### config.mk
export PLATFORM = sky130hd
export DESIGN_NAME = kmt_ram
export DESIGN_NICKNAME = d
export VERILOG_FILES = /design/src/rtl/kmt_ram.sv
export SDC_FILE = /design/constraint.sdc
export NUM_CORES = 1
export LEC_CHECK = 0
export BUFFER_PORTS_ARGS = -buffer_cell sky130_fd_sc_hd__buf_2
export CORE_MARGIN = 5
export CORE_UTILIZATION = 57
export CTS_BUF_LIST = sky130_fd_sc_hd__clkbuf_8
export CTS_CLUSTER_SIZE = 30
export DETAILED_ROUTE_END_ITERATION = 12
export GPL_ROUTABILITY_DRIVEN = 0
export GPL_TIMING_DRIVEN = 0
export MAX_ROUTING_LAYER = met4
export PLACE_DENSITY = 0.83
export SETUP_SLACK_MARGIN = 0.15
export SLEW_MARGIN = 20
export SYNTH_ARGS = -nofsm -noshare
export SYNTH_HDL_FRONTEND = slang
export SYNTH_SLANG_ARGS = --single-unit
### constraint.sdc
create_clock -name clk -period 1.7 [get_ports clk]
set_input_delay 0.17 -clock clk [delete_from_list [all_inputs] [get_ports clk]]
set_output_delay 0.17 -clock clk [all_outputs]
set_load 0.05 [all_outputs]
### src/rtl/kmt_ram.sv
// Generic single-clock RAM: one write port, one read port, registered read.
// No dependencies.
module kmt_ram #(
  parameter int WIDTH = 8,
  parameter int DEPTH = 16
) (
  input  logic                     clk,
  input  logic                     we,
  input  logic [$clog2(DEPTH)-1:0] waddr,
  input  logic [WIDTH-1:0]         wdata,
  input  logic                     re,
  input  logic [$clog2(DEPTH)-1:0] raddr,
  output logic [WIDTH-1:0]         rdata
);

  logic [WIDTH-1:0] mem [DEPTH];

  // write, then registered read
  always_ff @(posedge clk) begin
    if (we) begin
      mem[waddr] <= wdata;
    end
    if (re) begin
      rdata <= mem[raddr];
    end
  end

endmodule

==> results of run 1 <==
## critical path, stage by stage (launching register included)
cell and delay (ns):
edfxtp_1 0.38, mux4_1 0.53, a22oi_2 0.25, nand2_1 0.11
## through the flow
step           TNS, ns  util (%)  instances  worst slack [ns]  instance area [um^2]
6_report             0     65.77        397            0.1732                  5991
5_1_grt              0     65.77        397            0.1679                  5991
4_1_cts              0     65.71        397            0.1732                  5986
3_5_place_dp    -4.347     60.45        365           -0.1403                  5507
3_3_place_gp    -6.435     60.34        365           -0.1833                  5497
2_1_floorplan        0         -        229            0.2476                  5233
## what timing repair did
item	in CTS	in global routing
setup endpoints to repair	3	0
hold endpoints to repair	0	0
resized for setup	3	0
## cell type report
type	count	area, um^2
flip-flops and latches	136	4084
fillers	581	3118
multi-input cells	83	1092
clock buffers	17	234.0
clock inverters	15	230.2
well taps	111	138.9
repair buffers	25	125.1
plain buffers	10	86.33
## cells in the mapped netlist
library cell	instances	area, um^2
a22oi_1	16	120.1
and2_1	1	6.260
and2b_1	1	7.510
buf_2	3	15.01
buf_4	1	7.510
buf_6	3	33.78
clkdlybuf4s25_2	3	30.03
edfxtp_1	136	4084
mux4_1	14	367.9
mux4_2	18	405.4
nand2_1	9	33.78
nand2b_1	2	12.51
nand3_1	1	5.000
nand3b_1	2	15.01
nor2_1	13	48.80
nor2b_1	1	6.260
nor3_1	4	20.02
or3b_2	1	8.760
## metal layers
layer	up-vias	part of all wire [%]	track usage, %	wire length [um]
li1	1067	-	-	-
met1	1225	41	25.27	3894
met2	143	49	28.23	4618
met3	4	8.8	4.532	827
met4	0	0.89	6.105	84
met5	-	0	-	0
## cells in the final DEF (no fill, tap or decap), drive strengths merged, types with 2 or more instances in the layout
master,instances
clkbuf,17
mux4,32
a22oi,16
clkdlybuf4s25,3
nand3b,2
bufinv,6
clkinv,7
edfxtp,136
nand2,9
nor2,13
nand2b,2
buf,32
nor3,4
## path summary, 6_finish.rpt
check,from,end,slack [ns],depth (start not counted)
max,mem[1][0]$_DFFE_PP_,rdata[0]$_DFFE_PP_,0.17,3
min,re,rdata[2]$_DFFE_PP_,0.09,1
max reg2reg,mem[1][0]$_DFFE_PP_,rdata[0]$_DFFE_PP_,0.17,3
min reg2reg,mem[11][3]$_DFFE_PP_,rdata[3]$_DFFE_PP_,0.76,3
## power by group
group | internal (mW) | switching (mW) | total [mW]
clock | 1.88 | 1.17 | 3.04
combinational | 0.148 | 0.263 | 0.411
sequential | 3.77 | 0.0171 | 3.79
total | 5.80 | 1.45 | 7.24
## state kept, by name, summed over array words and instances (netlist names)
| register | count |
|---|---|
| rdata | 8 |
| mem | 128 |
## kinds of logic after synthesis
group | count (synthesis)
simple gates | 35
buf+inv | 10
flops | 136
mux | 32
compound gates | 16
==> run metrics, run 1 <==
drt via density 6.144; Slew Viols, Final 0; Synth Instances 229; worst hold path class in2reg; CTS Sinks 136; first-pass GRT wire length 14.16 mm; routed vias 2439; antenna cell count 0; post-CTS setup buffer count 0; VDD IR max 829.4 uV; unrepaired setup endpoints after global routing false; Critical Path Sink Type register; kind of critical path reg2reg; maxcap violations 0; Adder-Cell Fraction of Synth Area 0%; share of cells above drive strength 1 31.12%; status finished, final reports clean; post-synthesis sequential area ratio 78.12%; final net count 292; multiplexer area fraction after synthesis 14.79%; Fin Hold WS 0.08877 ns; Clock Latency Late Sink 0.42 ns; Overall Global Routing Usage 18.59%; Final Total Pwr 7.244 mW; placed wire-length estimate 6.008 mm; worst slew pin tran 0.8263 ns; CTS tree yes; die area 11190 um^2; largest net degree at the start of global routing 17; Site Rows 35; PwrDens 1209 nW/um^2; Post-Syn Area 5228 um^2; clk slew on worst S/H paths 0.07 ns; Synth warnings 0; Rel. slew slack 44.71%; Syn Area/Cell 22.83 um^2; DRT iter0 DRCs 303; Routed Antenna Nets 0; syn_nets 248; initial antenna violation count 0; drt wl/cell 23.74 um; vias in the first global route 2407; Worst Path Arrival 1.68 ns; post-synthesis simple-gate area fraction 3.135%; Clock Tree Root clkbuf_8; Max Root-Sink Buffers 2; drt first pass iters 5; cts hold-fix bufs 0; XOR/XNOR Fraction of Synth Area 0%; period utilisation layout 89.81%; synth unique cells 18; DRC viols 0; synthesis-to-finish area growth 14.60%; Final Hold Viols 0; wirelength, routed 9.424 mm; worst clock skew 0.007811 ns; combinational family with the most area after synthesis multiplexers; gr ovfl total 0; register bit count reported by yosys 136; Pleak 1.990 nW; f_max 655.0 MHz; htree depth 4; setup violators final 0; boundary pin count 27; Initial Util 57.39%; die width 105.8 um; minimum clock period 1.527 ns; Core Area 9109 um^2; number of port buffers 25; worst-path fanout max 1; die extent in y 105.8 um; Worst EP required 1.86 ns; startpoint types register; CTS Buf Count 17; Compound-Gate Fraction of Synth Area 2.298%
No activity file was read; power rests on OpenSTA's default activity.
==> run 2, diff against run 1 <==
CORE_UTILIZATION = 68   (was 57)
PLACE_DENSITY = 0.92   (was 0.83)
clock period = 1.88 ns   (was 1.7 ns; I/O delays follow)
==> run metrics, run 2 (synthesis results as in run 1) <==
first-pass GRT wire length 16.11 mm; f_max 622.5 MHz; Clock Latency Late Sink 0.42 ns; Crit. Startpoint mem[5][0]$_DFFE_PP_; number of port buffers 25; CP Cell Sequence mux4_1 -> a22oi_1 -> nand2_1; initial antenna violation count 0; Overall Global Routing Usage 24.82%; CP top delay family multiplexers; maxcap violations 0; status finished, final reports clean; minimum clock period 1.607 ns; gr ovfl total 0; PwrDens 1080 nW/um^2; register area 4084 um^2; VDD IR max 891.4 uV; Fin Hold WS 0.1104 ns; die width 97.68 um; htree depth 4; antenna cell count 0; CTS Buf Count 17; share of cells above drive strength 1 30.07%; Critical Path Sink Type register; slowest stage delay, CP 0.60 ns; Routed Antenna Nets 0; Slew Viols, Final 0; unrepaired setup endpoints after global routing false; largest net degree at the start of global routing 17; Max Root-Sink Buffers 2; reg-to-reg endpoint rdata[0]$_DFFE_PP_; Biggest register mem; Worst Hold Launch re; final net count 292; wirelength, routed 10.50 mm; Clock Tree Root clkbuf_8; Rel. slew slack 43.70%; worst slew pin tran 0.8414 ns; Site Rows 32; commonest non-fill, non-tap cell in the layout edfxtp_1; Util after Layout 78.11%; startpoint types register; R2R setup slack 0.27 ns; placed wire-length estimate 6.689 mm; launch point of the worst reg-to-reg path mem[5][0]$_DFFE_PP_; CTS Sinks 136; drt first pass iters 5; cts hold-fix bufs 0; die area 9541 um^2; max reg flops 128; Worst Path Arrival 1.77 ns; setup violators final 0; synthesis-to-finish area growth 13.67%; boundary pin count 27; Multi-input gate area 1077 um^2; worst clock skew 0.006329 ns; worst-path fanout max 1; Pleak 1.978 nW; Post-CTS Resized 0; Final Total Pwr 6.418 mW; post-CTS setup buffer count 0; die extent in y 97.68 um; kind of critical path reg2reg; Worst path slowest cell mux4_1; Worst EP required 2.05 ns; Initial Util 68.72%; CP Buf/Inv Count 0; period utilisation layout 85.45%; DRC viols 0; Final Hold Viols 0; drt wl/cell 27.07 um; Core Area 7607 um^2; R2R depth 3; Hold Path End rdata[4]$_DFFE_PP_; CTS tree yes; vias in the first global route 2629; commonest cells after routing, fill and taps aside 136 x edfxtp_1, 28 x buf_2, 18 x mux4_2; clk slew on worst S/H paths 0.07 ns; # fillers 398; routed vias 2589; TNS Setup 0 ns; Levels on crit path 3; drt via density 6.673; DRT iter0 DRCs 282; hold path depth 1; biggest regs mem: 128 flops, rdata: 8 flops; worst hold path class in2reg
==> run 2: changes by cell type in the layout (fill, tap and decap cells not counted) <==
| cell | change |
|---|---|
| bufinv_16 | -1 |
| a22oi_2 | -3 |
| clkinvlp_4 | +1 |
| a22oi_1 | +3 |
| inv_1 | +1 |
| clkinv_1 | -1 |
==> run 2: worst max-delay path by stage <==
stage / to / slack, ns
floorplan: mem[0][0]$_DFFE_PP_ / 0.20
global placement: mem[0][0]$_DFFE_PP_ / -0.28
detailed placement: mem[4][0]$_DFFE_PP_ / -0.01
CTS: rdata[0]$_DFFE_PP_ / 0.29
global route: rdata[0]$_DFFE_PP_ / 0.24
finish: rdata[0]$_DFFE_PP_ / 0.27
==> run 2: per-stage QoR <==
stage          cell area [um^2]  instances  setup slack [ns]
4_1_cts                    5932        388            0.2858
2_1_floorplan              5228        229            0.1991
3_5_place_dp               5490        356          -0.01292
6_report                   5942        388            0.2735
3_3_place_gp               5480        356           -0.2773
5_1_grt                    5942        388            0.2352
==> run 2: cell type report <==
cell class,instances,area share [%]
Sequential cell,136,68.73
Buffer,10,1.453
Multi-Input combinational cell,83,18.13
Clock inverter,15,3.495
Timing Repair Buffer,25,2.106
Clock buffer,17,3.938
Tap cell,102,2.148
==> run 2: report_power, final <==
group          switching (mW)  internal, mW  total, mW
clock                    1.05          1.56       2.61
combinational           0.244         0.132      0.376
sequential             0.0188          3.41       3.43
==> run 2: routing by layer <==
layer / track usage (%) / vias up / wire length, um
met3: 6.317 / 30 / 930
met4: 9.159 / 0 / 242
met2: 37.64 / 157 / 5226
met5: - / - / 0
li1: - / 1068 / -
met1: 33.37 / 1334 / 4104
