$ cat src/rtl/kmt_pkg.sv
// Package for the keyed mutex table: sizes, request and status codes,
// transfer structs, table entry layout and controller state encoding.
// No dependencies.
package kmt_pkg;

  // Sizes. MAX_PROCS must be a power of two: queue pointers wrap by truncation.
  localparam int NUM_LOCKS = 16;
  localparam int MAX_PROCS = 64;
  localparam int LK_W      = $clog2(NUM_LOCKS);
  localparam int PID_W     = $clog2(MAX_PROCS);
  localparam int CNT_W     = PID_W + 1;
  localparam int KEY_W     = 31;
  localparam int FIFO_AW   = LK_W + PID_W;
  localparam int FIFO_DEPTH = NUM_LOCKS * MAX_PROCS;

  typedef enum logic [1:0] {
    REQ_INIT = 2'd0,
    REQ_ACQ  = 2'd1,
    REQ_REL  = 2'd2,
    REQ_EXIT = 2'd3
  } req_t;

  typedef enum logic [1:0] {
    ST_OK      = 2'd0,
    ST_BLOCKED = 2'd1,
    ST_NOFREE  = 2'd2,
    ST_FULL    = 2'd3
  } status_t;

  typedef struct packed {
    logic [1:0]       req_type;
    logic [KEY_W-1:0] key;
    logic [3:0]       lock_index;
    logic [5:0]       pid;
  } in_item_t;

  typedef struct packed {
    logic [3:0] result_lock;
    logic [1:0] status;
    logic       handoff_valid;
    logic [5:0] new_owner;
    logic       last;
  } out_item_t;

  // One lock table entry
  typedef struct packed {
    logic             kv;
    logic [KEY_W-1:0] key;
    logic             held;
    logic [PID_W-1:0] owner;
    logic [PID_W-1:0] head;
    logic [CNT_W-1:0] cnt;
  } lk_ent_t;

  localparam int ENT_W = $bits(lk_ent_t);

  typedef struct packed {
    logic            re;
    logic [LK_W-1:0] raddr;
    logic            we;
    logic [LK_W-1:0] waddr;
    lk_ent_t         wdata;
  } tbl_req_t;

  typedef struct packed {
    logic               re;
    logic [FIFO_AW-1:0] raddr;
    logic               we;
    logic [FIFO_AW-1:0] waddr;
    logic [PID_W-1:0]   wdata;
  } fifo_req_t;

  typedef enum logic [2:0] {
    S_IDLE,
    S_RD,
    S_EVAL,
    S_POP,
    S_CHK,
    S_NEXT
  } state_t;

endpackage

$ cat src/rtl/kmt_ctrl.sv
// Request sequencer: reads, modifies and writes back lock table entries and
// wait queues, keeps exited marks and table valid bits. Uses kmt_pkg.
module kmt_ctrl (
  input  logic                     clk,
  input  logic                     rst_n,
  input  logic                     start,
  input  kmt_pkg::in_item_t        in_item,
  output logic                     busy,
  output kmt_pkg::tbl_req_t        tbl_req,
  input  kmt_pkg::lk_ent_t         tbl_rdata,
  output kmt_pkg::fifo_req_t       fifo_req,
  input  logic [kmt_pkg::PID_W-1:0] fifo_rdata,
  output logic                     res_valid,
  output kmt_pkg::out_item_t       res_item
);
  import kmt_pkg::*;

  state_t              state_r, state_nxt;
  req_t                op_r, op_nxt;
  logic [KEY_W-1:0]    key_r, key_nxt;
  logic [PID_W-1:0]    pid_r, pid_nxt;
  logic [LK_W-1:0]     idx_r, idx_nxt;
  lk_ent_t             ent_r, ent_nxt;
  logic                free_v_r, free_v_nxt;
  logic [LK_W-1:0]     free_idx_r, free_idx_nxt;
  lk_ent_t             free_ent_r, free_ent_nxt;
  logic                pend_v_r, pend_v_nxt;
  out_item_t           pend_r, pend_nxt;
  logic [NUM_LOCKS-1:0] tbl_vld_r, tbl_vld_nxt;
  logic [MAX_PROCS-1:0] exited_r, exited_nxt;

  lk_ent_t ent;
  logic    key_hit, own_hit, last_idx, p_exited;

  // entry never written reads as its reset value
  assign ent      = tbl_vld_r[idx_r] ? tbl_rdata : '0;
  assign key_hit  = ent.kv && (ent.key == key_r);
  assign own_hit  = ent.held && (ent.owner == pid_r);
  assign last_idx = (idx_r == LK_W'(NUM_LOCKS - 1));
  assign p_exited = exited_r[fifo_rdata];
  assign busy     = (state_r != S_IDLE);

  // next state
  always_comb begin
    state_nxt = state_r;
    case (state_r)
      S_IDLE: begin
        if (start) state_nxt = S_RD;
      end
      S_RD: state_nxt = S_EVAL;
      S_EVAL: begin
        case (op_r)
          REQ_INIT: state_nxt = (key_hit || last_idx) ? S_IDLE : S_RD;
          REQ_ACQ:  state_nxt = S_IDLE;
          REQ_REL:  state_nxt = S_POP;
          REQ_EXIT: state_nxt = own_hit ? S_POP : (last_idx ? S_IDLE : S_RD);
          default:  state_nxt = S_IDLE;
        endcase
      end
      S_POP: begin
        if (ent_r.cnt != '0) state_nxt = S_CHK;
        else state_nxt = (op_r == REQ_REL) ? S_IDLE : S_NEXT;
      end
      S_CHK: begin
        if (p_exited) state_nxt = S_POP;
        else state_nxt = (op_r == REQ_REL) ? S_IDLE : S_NEXT;
      end
      S_NEXT: state_nxt = last_idx ? S_IDLE : S_RD;
      default: state_nxt = S_IDLE;
    endcase
  end

  // datapath, memory requests and results
  always_comb begin
    lk_ent_t          w_ent;
    logic [LK_W-1:0]  w_idx;
    logic             fin;
    logic             fin_hv;
    logic [PID_W-1:0] fin_who;
    lk_ent_t          fin_ent;
    out_item_t        r;

    op_nxt       = op_r;
    key_nxt      = key_r;
    pid_nxt      = pid_r;
    idx_nxt      = idx_r;
    ent_nxt      = ent_r;
    free_v_nxt   = free_v_r;
    free_idx_nxt = free_idx_r;
    free_ent_nxt = free_ent_r;
    pend_v_nxt   = pend_v_r;
    pend_nxt     = pend_r;
    tbl_vld_nxt  = tbl_vld_r;
    exited_nxt   = exited_r;
    tbl_req      = '0;
    fifo_req     = '0;
    res_valid    = 1'b0;
    res_item     = '0;
    w_ent        = ent;
    w_idx        = idx_r;
    fin          = 1'b0;
    fin_hv       = 1'b0;
    fin_who      = '0;
    fin_ent      = ent_r;
    r            = '0;

    tbl_req.raddr = idx_r;
    tbl_req.re    = (state_r == S_RD);

    case (state_r)
      // latch the request
      S_IDLE: begin
        if (start) begin
          op_nxt     = req_t'(in_item.req_type);
          key_nxt    = in_item.key;
          pid_nxt    = in_item.pid;
          idx_nxt    = (req_t'(in_item.req_type) == REQ_ACQ ||
                        req_t'(in_item.req_type) == REQ_REL) ? in_item.lock_index : '0;
          free_v_nxt = 1'b0;
          pend_v_nxt = 1'b0;
          if (req_t'(in_item.req_type) == REQ_EXIT) exited_nxt[in_item.pid] = 1'b1;
        end
      end

      S_EVAL: begin
        case (op_r)
          // key search, remembering the first free entry
          REQ_INIT: begin
            if (key_hit) begin
              res_valid = 1'b1;
              res_item.result_lock = idx_r;
              res_item.status = ST_OK;
              res_item.last = 1'b1;
            end else begin
              if (!ent.kv && !free_v_r) begin
                free_v_nxt   = 1'b1;
                free_idx_nxt = idx_r;
                free_ent_nxt = ent;
              end
              if (last_idx) begin
                res_valid = 1'b1;
                res_item.last = 1'b1;
                if (free_v_r || !ent.kv) begin
                  w_ent = free_v_r ? free_ent_r : ent;
                  w_idx = free_v_r ? free_idx_r : idx_r;
                  w_ent.kv  = 1'b1;
                  w_ent.key = key_r;
                  tbl_req.we    = 1'b1;
                  tbl_req.waddr = w_idx;
                  tbl_req.wdata = w_ent;
                  res_item.result_lock = w_idx;
                  res_item.status = ST_OK;
                end else begin
                  res_item.status = ST_NOFREE;
                end
              end else begin
                idx_nxt = idx_r + 1'b1;
              end
            end
          end
          // grant, enqueue or refuse
          REQ_ACQ: begin
            exited_nxt[pid_r] = 1'b0;
            res_valid = 1'b1;
            res_item.result_lock = idx_r;
            res_item.last = 1'b1;
            if (!ent.held) begin
              w_ent.held  = 1'b1;
              w_ent.owner = pid_r;
              tbl_req.we    = 1'b1;
              tbl_req.waddr = idx_r;
              tbl_req.wdata = w_ent;
              res_item.status = ST_OK;
            end else if (ent.cnt != CNT_W'(MAX_PROCS)) begin
              fifo_req.we    = 1'b1;
              fifo_req.waddr = {idx_r, ent.head + ent.cnt[PID_W-1:0]};
              fifo_req.wdata = pid_r;
              w_ent.cnt      = ent.cnt + 1'b1;
              tbl_req.we    = 1'b1;
              tbl_req.waddr = idx_r;
              tbl_req.wdata = w_ent;
              res_item.status = ST_BLOCKED;
            end else begin
              res_item.status = ST_FULL;
            end
          end
          REQ_REL: ent_nxt = ent;
          // scan for locks owned by the exiting process
          REQ_EXIT: begin
            if (own_hit) begin
              ent_nxt = ent;
            end else if (last_idx) begin
              if (pend_v_r) begin
                res_valid = 1'b1;
                res_item = pend_r;
                res_item.last = 1'b1;
                pend_v_nxt = 1'b0;
              end
            end else begin
              idx_nxt = idx_r + 1'b1;
            end
          end
          default: ;
        endcase
      end

      // pop the oldest waiter or free the lock
      S_POP: begin
        if (ent_r.cnt != '0) begin
          fifo_req.re    = 1'b1;
          fifo_req.raddr = {idx_r, ent_r.head};
          ent_nxt.head   = ent_r.head + 1'b1;
          ent_nxt.cnt    = ent_r.cnt - 1'b1;
        end else begin
          fin = 1'b1;
          fin_ent.held  = 1'b0;
          fin_ent.owner = '0;
        end
      end

      // skip exited waiters, hand off otherwise
      S_CHK: begin
        if (!p_exited) begin
          fin = 1'b1;
          fin_hv = 1'b1;
          fin_who = fifo_rdata;
          fin_ent.held  = 1'b1;
          fin_ent.owner = fifo_rdata;
        end
      end

      S_NEXT: begin
        if (last_idx) begin
          if (pend_v_r) begin
            res_valid = 1'b1;
            res_item = pend_r;
            res_item.last = 1'b1;
            pend_v_nxt = 1'b0;
          end
        end else begin
          idx_nxt = idx_r + 1'b1;
        end
      end

      default: ;
    endcase

    // release done: write back; exit results lag one behind to mark the last
    if (fin) begin
      tbl_req.we    = 1'b1;
      tbl_req.waddr = idx_r;
      tbl_req.wdata = fin_ent;
      r.result_lock   = idx_r;
      r.status        = ST_OK;
      r.handoff_valid = fin_hv;
      r.new_owner     = fin_who;
      if (op_r == REQ_REL) begin
        res_valid = 1'b1;
        res_item  = r;
        res_item.last = 1'b1;
      end else begin
        if (pend_v_r) begin
          res_valid = 1'b1;
          res_item  = pend_r;
        end
        pend_nxt   = r;
        pend_v_nxt = 1'b1;
      end
    end

    if (tbl_req.we) tbl_vld_nxt[tbl_req.waddr] = 1'b1;
  end

  // control state
  always_ff @(posedge clk) begin
    if (!rst_n) begin
      state_r   <= S_IDLE;
      free_v_r  <= 1'b0;
      pend_v_r  <= 1'b0;
      tbl_vld_r <= '0;
      exited_r  <= '0;
    end else begin
      state_r   <= state_nxt;
      free_v_r  <= free_v_nxt;
      pend_v_r  <= pend_v_nxt;
      tbl_vld_r <= tbl_vld_nxt;
      exited_r  <= exited_nxt;
    end
  end

  // payload
  always_ff @(posedge clk) begin
    op_r       <= op_nxt;
    key_r      <= key_nxt;
    pid_r      <= pid_nxt;
    idx_r      <= idx_nxt;
    ent_r      <= ent_nxt;
    free_idx_r <= free_idx_nxt;
    free_ent_r <= free_ent_nxt;
    pend_r     <= pend_nxt;
  end

endmodule

$ cat config.mk
export PLATFORM = sky130hd
export DESIGN_NAME = kmt_ctrl
export DESIGN_NICKNAME = d
export VERILOG_FILES = /design/src/rtl/kmt_pkg.sv /design/src/rtl/kmt_ctrl.sv
export SDC_FILE = /design/constraint.sdc
export NUM_CORES = 1
export LEC_CHECK = 0
export ABC_AREA = 1
export BUFFER_PORTS_ARGS = -buffer_cell sky130_fd_sc_hd__buf_2
export CAP_MARGIN = 20
export CORE_MARGIN = 5
export CORE_UTILIZATION = 35
export CTS_CLUSTER_DIAMETER = 120
export DETAILED_ROUTE_END_ITERATION = 16
export GPL_TIMING_DRIVEN = 0
export PLACE_DENSITY_LB_ADDON = 0.1
export SLEW_MARGIN = 20
export SYNTH_ARGS = -nofsm -noshare
export SYNTH_HDL_FRONTEND = slang
export SYNTH_SLANG_ARGS = --single-unit
$ cat constraint.sdc
create_clock -name clk -period 5.07 [get_ports clk]
set_input_delay 0.2535 -clock clk [delete_from_list [all_inputs] [get_ports clk]]
set_output_delay 0.2535 -clock clk [all_outputs]
set_load 0.01 [all_outputs]
==> results of run 1 <==
[timing repair]
item,CTS,global route
setup endpoints to repair,64,13
pin swaps,0,1
hold buffers,38,0
buffers inserted,0,6
resized for setup,7,4
endpoints found under the hold margin,38,0
gates cloned,0,0
[cells in the mapped netlist, drive strengths merged]
library cell,n
nand2,344
inv,273
o21ai,189
nor2,135
edfxtp,123
nand3,109
dfxtp,85
a221oi,65
o22ai,58
a21oi,52
clkbuf,42
a22o,33
buf,33
a22oi,26
nor3,20
nand4,15
ha,12
xor2,10
nor4,5
a31oi,4
o221ai,4
clkinv,3
o211ai,3
o21bai,2
or2,2
xnor2,2
a21boi,1
a32o,1
fa,1
o2111ai,1
o31ai,1
[layer usage]
metal | up-vias | wire length [µm] | GRT usage, %
met3 | 74 | 4080 | 3.66
met1 | 6244 | 21400 | 33.1
met5 | - | 0 | 0
met2 | 560 | 23700 | 41.6
met4 | 0 | 1240 | 6.31
li1 | 6260 | - | -
[power groups by stage]
stage	clock network [µW]	registers [µW]	logic (µW)
6_report	1840	1920	1090
5_1_grt	1940	1930	1190
4_1_cts	1880	1920	1060
3_5_place_dp	0	1960	1030
3_3_place_gp	0	1960	1010
2_1_floorplan	0	1950	636
[worst max-delay path by stage]
stage / end / slack [ns]
4_1_cts: tbl_req[51] / 0.04
3_5_place_dp: fifo_req[6] / 0.04
2_1_floorplan: exited_r[12]$_SDFFE_PN0P_ / 1.16
3_3_place_gp: exited_r[4]$_SDFFE_PN0P_ / -1.35
6_report: tbl_req[51] / 0.31
5_1_grt: tbl_req[6] / 0.07
[area by class of cell]
cell class              count  area share [%]
clock inverters             9           0.347
inverters                 276            6.71
multi-input cells        1095            37.1
diodes                      2          0.0323
clock buffers              39            5.10
flip-flops and latches    208            34.8
plain buffers              75            2.37
well taps                 461            3.72
repair buffers            255            9.80
[flip-flops by register name, indices dropped and copies added, names as in the netlist]
| signal | count |
|---|---|
| op_r | 2 |
| pend_v_r | 1 |
| ent_r | 45 |
| state_r | 3 |
| pend_r | 11 |
| free_v_r | 1 |
| exited_r | 64 |
| tbl_vld_r | 16 |
| idx_r | 4 |
| free_idx_r | 4 |
| free_ent_r | 20 |
| pid_r | 6 |
| key_r | 31 |
[worst register-to-register path, stage by stage (launching register included)]
cell and delay, ns:
edfxtp_1 0.44, clkbuf_4 0.28, clkinvlp_4 0.22, nand3_1 0.15, nand3_1 0.09, nand3_1 0.15
nand2_4 0.10, buf_6 0.17, nand2_1 0.11, inv_1 0.10, nor2_2 0.31, clkbuf_1 0.54
nand3_1 0.19, inv_1 0.83
[cells by family (layout without fill, tap and decap cells)]
| group | after synthesis | after routing | synth area share, % |
|---|---|---|---|
| AND/OR/NAND/NOR | 630 | 630 | 21.3 |
| AO/OA/AOI/OAI | 440 | 440 | 22.1 |
| flip-flops | 208 | 208 | 43.2 |
| XOR/XNOR | 12 | 12 | 0.841 |
| buffers and inverters | 351 | 654 | 11.2 |
| other | 0 | 2 | 0 |
| adder cells (fa/ha/maj) | 13 | 13 | 1.36 |
[through the flow]
stage	area, µm²	setup WS, ns
detailed placement	14200	0.0411
global route	15500	0.0677
CTS	15400	0.0360
global placement	14100	-1.35
finish	15500	0.308
floorplan	12500	1.16
==> qor.csv, run 1 <==
metric,value,unit
period_share,93.9,%
hp-class,in -> reg,
ys_seq_area_share,43.2,%
fin_nets,2054,
synth_top_area_share,29.5,%
fin_setup_tns,0,ns
max_stage_delay,0.47,ns
overflow,0,
max_slew_margin,23.5,%
grt_pass1_vias,12700,
clk_path_buf_depth,3,
fp-row-count,69,
layout_commonest_cell,nand2_1,
fin_util,43.8,%
fill_cells,3761,
peakVddDrop,230,µV
maxSlewViolCount,0,
routed_via_density,5.43,
max-cap-violations,0,
required,4.82,ns
io_buffers,208,
synth-seq-cells,208,
syn_to_final_growth,24.0,%
firstDrtPassIters,6,
cp.arrival,4.51,ns
track_usage,24.6,%
cts_tree,yes,
critPathSlowestCell,edfxtp_1,
gp_congestion,0.895,
h-tree-depth,1,
mostFrequentLayoutCells,"329 x nand2_1, 264 x inv_1, 224 x buf_2",
setup_violations,0,
switching_power,1570,µW
synthCells,1654,
hold_depth,3,
multi_input_area,5750,µm²
clock_latency,0.55,ns
crit_fanout,10,
drt_iter0_markers,1139,
path_class,reg -> out,
critPathTopFamily,simple AND/OR/NAND/NOR gates,
regArea,5400,µm²
status,"finished, final reports clean",
grt_pass1_wl,75.3,mm
rsz0062_at_grt,no,
dieArea,39600,µm²
root_buffer,clkbuf_16,
ys_warn_count,0,
clkPwrFrac,37.9,%
ff2ff_path_depth,13,
ys_types,43,
layout.cells.non_filler,2420,
fin_crit,4.76,ns
vias,13100,
critPathBufInv,8,
cellLeakagePower,0.00658,µW
place.detailed.hpwl,37.0,mm
holdCritStartpoint,tbl_rdata[43],
critPathCaptureType,output port,
netlist_area,12500,µm²
path_cells,"clkbuf_4, clkinvlp_4, nand3_1, nand3_1, nand3_1, nand2_4, buf_6, inv_1, clkbuf_4, nor2_4, inv_1, ha_1, nand3_1, nor4_4, nand2_2, nand2_1, clkbuf_4, nand2_1, nand2_1, o21ai_0, buf_2",
power.density,313,nW/µm²
synth.area.top_cells,"edfxtp_1 30%, dfxtp_1 14%, nand2_1 9.9%",
synth_fp_nets,1771,
cp-start-kind,register,
comb_power_share,22.5,%
crit_cells,21,
start_util,35.3,%
r2r_start,idx_r[1]$_DFFE_PP_,
cts_sinks,208,
p_seq_share,39.6,%
die_w,199,µm
cp_common_cell,nand3_1,
cts_buffers,26,
hold_end,ent_r[43]$_DFFE_PP_,
power.internal,3280,µW
reg2reg_to,free_ent_r[0]$_DFFE_PP_,
grt_max_degree,25,
fin_skew,0.0208,ns
hold_violations,0,
rrSetupSlack,0.99,ns
dpl.cell_count,2325,
worst_slew_pin_slew,1.14,ns
ios,210,
swShare,32.3,%
ant_nets,0,
post_drt_wl_per_cell,20.8,µm
power.total,4850,µW
crit_start,idx_r[1]$_DFFE_PP_,
hold_ws,0.0257,ns
yosysTopAreaCell,edfxtp_1,
wl,50.4,mm
die_y,199,µm
antenna_found_initial,2,
clkTransAtPathRegs,0.06,ns
drive_gt1_share,16.8,%
avgSynthCellArea,7.56,µm²
remaining_drc_errors,0,
design.core.area,35400,µm²
fmaxAchievable,210,MHz
No activity file was read; power rests on OpenSTA's default activity.
==> run 2: changes to the inputs <==
CORE_MARGIN = 1.5   (was 5)
==> qor.csv, run 2 (synthesis gave the netlist of run 1 again) <==
metric,value,unit,change
wl,49.8,mm,-1.1%
grt_pass1_wl,74.6,mm,-0.84%
cellLeakagePower,0.00667,µW,+1.3%
status,"finished, final reports clean",,
path_cells,"buf_4, nand2_1, nand3_1, nand3_1, nand3_1, nand2_4, buf_6, inv_1, clkbuf_4, nor2_4, inv_1, ha_1, nand3_1, nor4_4, nand2_2, nand2_1, clkbuf_4, inv_2, o21ai_0, o22ai_1, nand2_1, o21ai_0, buf_2",,
path_class,reg -> out,,
hold_violations,0,,unchanged
die_y,192,µm,-3.5%
ant_nets,0,,unchanged
maxSlewViolCount,0,,unchanged
gp_congestion,0.897,,+0.28%
cts_buffers,27,,+3.8%
critPathSlowestCell,edfxtp_1,,
met1_usage,36.2,%,+3.1 points
track_usage,26.9,%,+2.3 points
fin_skew,0.0289,ns,+0.00811 ns
start_util,35.3,%,unchanged
ios,210,,unchanged
required,4.82,ns,about the same
place.detailed.hpwl,36.2,mm,-2.2%
top_register,exited_r,,
layout_commonest_cell,nand2_1,,
die_w,192,µm,-3.5%
cp.arrival,4.51,ns,about the same
clk_path_buf_depth,3,,unchanged
syn_to_final_growth,25.8,%,
design.core.area,35400,µm²,unchanged
firstDrtPassIters,5,,-1
remaining_drc_errors,0,,unchanged
drt_iter0_markers,1062,,-6.8%
critPathCaptureType,output port,,
setup_ws,0.302,ns,-0.00584 ns
clock_latency,0.57,ns,+0.02 ns
drive_gt1_share,17.1,%,+0.31 points
hold_ws,0.0204,ns,-0.00528 ns
cp_common_cell,nand3_1,,
reg_top3,"exited_r x64, ent_r x45, key_r x31",,
grt_max_degree,25,,unchanged
grt_util_met2,42.6,%,+1.0 points
setup_violations,0,,unchanged
critPathTopFamily,simple AND/OR/NAND/NOR gates,,
fin_nets,2059,,+0.24%
placedInstanceArea,14200,µm²,+0.23%
cts_tree,yes,,
period_share,94.0,%,+0.12 points
worst_slew_pin_slew,1.09,ns,-0.0498 ns
grt_pass1_vias,12600,,-1.0%
h-tree-depth,1,,unchanged
fin_crit,4.77,ns,+0.00584 ns
overflow,0,,unchanged
antenna_found_initial,2,,unchanged
io_buffers,208,,unchanged
power.total,5170,µW,+6.6%
root_buffer,clkbuf_16,,
largest_reg_flops,64,,unchanged
max-cap-violations,0,,unchanged
clkTransAtPathRegs,0.06,ns,about the same
post_drt_wl_per_cell,20.5,µm,-1.4%
rsz0062_at_grt,no,,
routed_via_density,5.42,,-0.21%
met3_usage,5.06,%,+1.4 points
vias,13100,,+0.038%
fp-row-count,69,,unchanged
power.density,329,nW/µm²,+5.0%
grt-busiest-layer,met2,,
finalInstanceArea,15700,µm²,+1.5%
hp-class,in -> reg,,
fmaxAchievable,210,MHz,-0.12%
crit_fanout,10,,unchanged
rrSetupSlack,1.07,ns,+0.08 ns
max_stage_delay,0.57,ns,+0.10 ns
cp-start-kind,register,,
place_ws,0.0293,ns,-0.0119 ns
peakVddDrop,252,µV,+9.4%
fin_setup_tns,0,ns,unchanged
critPathBufInv,8,,unchanged
mostFrequentLayoutCells,"329 x nand2_1, 263 x inv_1, 223 x buf_2",,
max_slew_margin,26.8,%,+3.3 points
cts_sinks,208,,unchanged
dieArea,36900,µm²,-6.9%
-- run 2: layout make-up --
cell class | instances | area [µm²]
multi-input cells | 1095 | 5770
well taps | 461 | 577
fillers | 3695 | 19700
clock buffers | 38 | 807
plain buffers | 75 | 368
repair buffers | 259 | 1590
flip-flops and latches | 208 | 5400
clock inverters | 12 | 189
inverters | 276 | 1040
diodes | 2 | 5.00
-- run 2: metal layers --
metal | wire [µm] | part of all wire, %
met3 | 3880 | 7.8
met1 | 21800 | 44
met2 | 22300 | 45
met4 | 1850 | 3.7
met5 | 0 | 0
-- run 2: path summary, 6_finish.rpt --
| kind | from | cells after the start | end |
|---|---|---|---|
| worst min register to register | tbl_vld_r[7]$_SDFFE_PN0P_ | 2 | tbl_vld_r[7]$_SDFFE_PN0P_ |
| worst max-delay path | idx_r[0]$_DFFE_PP_ | 23 | tbl_req[6] |
| worst max register to register | idx_r[1]$_DFFE_PP_ | 22 | tbl_vld_r[0]$_SDFFE_PN0P_ |
| worst min-delay path | tbl_rdata[33] | 3 | ent_r[33]$_DFFE_PP_ |
-- run 2: worst min-delay path, stage by stage --
cell     delay (ns)
buf_2          0.09
nand2_1        0.08
inv_1          0.06
-- run 2: power by group --
group | switching, µW | leakage, µW | internal, µW
Combinational | 765 | 0.00436 | 331
Sequential | 42.4 | 0.00182 | 1880
Clock | 796 | 0.000490 | 1360
-- run 2: repair_timing --
action	in CTS	in global routing
pin swaps	0	1
setup endpoints to repair	61	52
hold buffers	44	0
gates resized for setup	6	7
buffers inserted	0	4
hold endpoints to repair	44	0
-- run 2: metrics by stage --
step                instances  utilization [%]
CTS                      2420             44.3
floorplan                1654                -
global placement         2323             39.9
global route             2426             44.4
finish                   2426             44.4
detailed placement       2326             40.2
==> run 3: changes to the inputs <==
REMOVE_ABC_BUFFERS = 1   (was default)
==> qor.csv, run 3 (synthesis gave the netlist of run 1 again) <==
metric,value,unit,change
status,"finished, final reports clean",,
rsz0062_at_grt,no,,
drive_gt1_share,17.3,%,+0.14 points
layout_commonest_cell,nand2_1,,
ant_nets,0,,unchanged
mostFrequentLayoutCells,"327 x nand2_1, 263 x inv_1, 208 x buf_2",,
post_drt_wl_per_cell,19.0,µm,-7.6%
max_slew_margin,23.3,%,-3.6 points
dr.max_layer_used,met4,,
power.total,4800,µW,-7.2%
cts_tree,yes,,
reg_top3,"exited_r x64, ent_r x45, key_r x31",,
fmaxAchievable,212,MHz,+0.86%
peakVddDrop,252,µV,about the same
overflow,0,,unchanged
largest_reg_flops,64,,unchanged
max_stage_delay,0.43,ns,-0.14 ns
power.density,306,nW/µm²,-6.8%
fin_nets,2014,,-2.2%
h-tree-depth,1,,unchanged
met2_length,21.3,mm,-4.3%
grt_pass1_wl,68.3,mm,-8.5%
r2r_start,idx_r[0]$_DFFE_PP_,,
gp_congestion,0.853,,-4.9%
top_register,exited_r,,
rrSetupSlack,1.15,ns,+0.08 ns
holdCritStartpoint,tbl_rdata[21],,
fp-row-count,69,,unchanged
vias,12700,,-3.3%
cellLeakagePower,0.00664,µW,-0.45%
grt_max_degree,66,,+160%
path_class,reg -> out,,
syn_to_final_growth,25.3,%,
track_usage,24.1,%,-2.8 points
design.core.area,35400,µm²,unchanged
root_buffer,clkbuf_16,,
clk_path_buf_depth,3,,unchanged
die_w,192,µm,unchanged
maxSlewViolCount,0,,unchanged
hp-class,in -> reg,,
fin_setup_tns,0,ns,unchanged
worst_slew_pin_slew,1.14,ns,+0.0529 ns
grt_pass1_vias,12000,,-4.3%
path_cells,"buf_4, o21ai_0, nand2_1, nand3_1, nand3_1, nand2_4, buf_16, clkinvlp_4, buf_4, nor2_1, nor4_4, nor2_4, inv_1, nor2_1, inv_2, nor2_1, buf_2",,
period_share,93.2,%,-0.81 points
cp-start-kind,register,,
cp.arrival,4.47,ns,-0.04 ns
fin_skew,0.0227,ns,-0.00627 ns
fin_util,44.3,%,-0.18 points
firstDrtPassIters,5,,unchanged
critPathCaptureType,output port,,
critPathTopFamily,simple AND/OR/NAND/NOR gates,,
fill_cells,3626,,-1.9%
clock_latency,0.56,ns,about the same
place_ws,-0.712,ns,-0.741 ns
route.met3.wl,2.81,mm,-28%
required,4.82,ns,about the same
fin_crit,4.73,ns,-0.0408 ns
io_buffers,209,,+0.48%
cts_buffers,27,,unchanged
setup_ws,0.343,ns,+0.0408 ns
crit_start,idx_r[0]$_DFFE_PP_,,
drt_iter0_markers,930,,-12%
drt-met1-wl,19.7,mm,-9.9%
place.detailed.hpwl,31.5,mm,-13%
antenna_found_initial,2,,unchanged
cp_common_cell,nor2_1,,
wl,45.2,mm,-9.3%
setup_violations,0,,unchanged
crit_fanout,64,,+54
start_util,35.3,%,unchanged
critPathBufInv,7,,-1
dieArea,36900,µm²,unchanged
remaining_drc_errors,0,,unchanged
routed_via_density,5.34,,-1.5%
critPathSlowestCell,nor2_1,,
hold_violations,0,,unchanged
clkTransAtPathRegs,0.06,ns,about the same
ios,210,,unchanged
cts_sinks,208,,unchanged
die_y,192,µm,unchanged
max-cap-violations,0,,unchanged
run 3: changes by cell type in the layout (fill, tap and decap cells not counted), sizes merged:
cell,change
clkbuf,-42
clkinv,+1
clkinvlp,-1
buf,-9
inv,+2
dlygate4sd3,+8
bufinv,-4
run 3: final timing paths:
| kind | to | cells past startpoint |
|---|---|---|
| setup / recovery | fifo_req[3] | 17 |
| hold / removal | ent_r[21]$_DFFE_PP_ | 3 |
| setup reg to reg | idx_r[0]$_DFFE_PP_ | 18 |
| hold reg to reg | tbl_vld_r[6]$_SDFFE_PN0P_ | 2 |
run 3: metal layers:
metal  global-route usage (%)  vias up
li1                         -     6194
met1                     32.0     5989
met2                     40.0      451
met3                     3.16       77
met4                     8.53        0
met5                        0        -
run 3: worst min-delay path, stage by stage:
cell     delay, ns
buf_2         0.09
nand2_1       0.08
inv_1         0.06
run 3: area by class of cell:
cell class,instances,area [µm²],area share (%)
repair buffers,289,2010,12.9
clock buffers,40,754,4.81
flip-flops and latches,208,5400,34.4
clock inverters,10,81.3,0.519
multi-input cells,1095,5800,37.0
inverters,276,1040,6.66
well taps,461,577,3.68
diodes,2,5.00,0.0319
run 3: per-stage QoR:
| stage | area [µm²] | instances | hold slack, ns |
|---|---|---|---|
| floorplan | 12100 | 1579 | 0.352 |
| global placement | 13800 | 2249 | 0.430 |
| detailed placement | 14100 | 2262 | 0.432 |
| CTS | 15500 | 2370 | 0.00196 |
| global route | 15700 | 2381 | 0.0240 |
| finish | 15700 | 2381 | 0.0265 |
run 3: what timing repair did:
item	in CTS	in global routing
pin swaps	0	1
endpoints found under the setup margin	79	45
hold buffers	52	0
buffers inserted	6	8
gates resized for setup	8	4
endpoints found under the hold margin	52	0
run 3: power by group:
group,switching (µW),internal (µW),leakage (µW)
Combinational,688,330,0.00441
Clock,777,1080,0.000414
Sequential,46.0,1880,0.00182
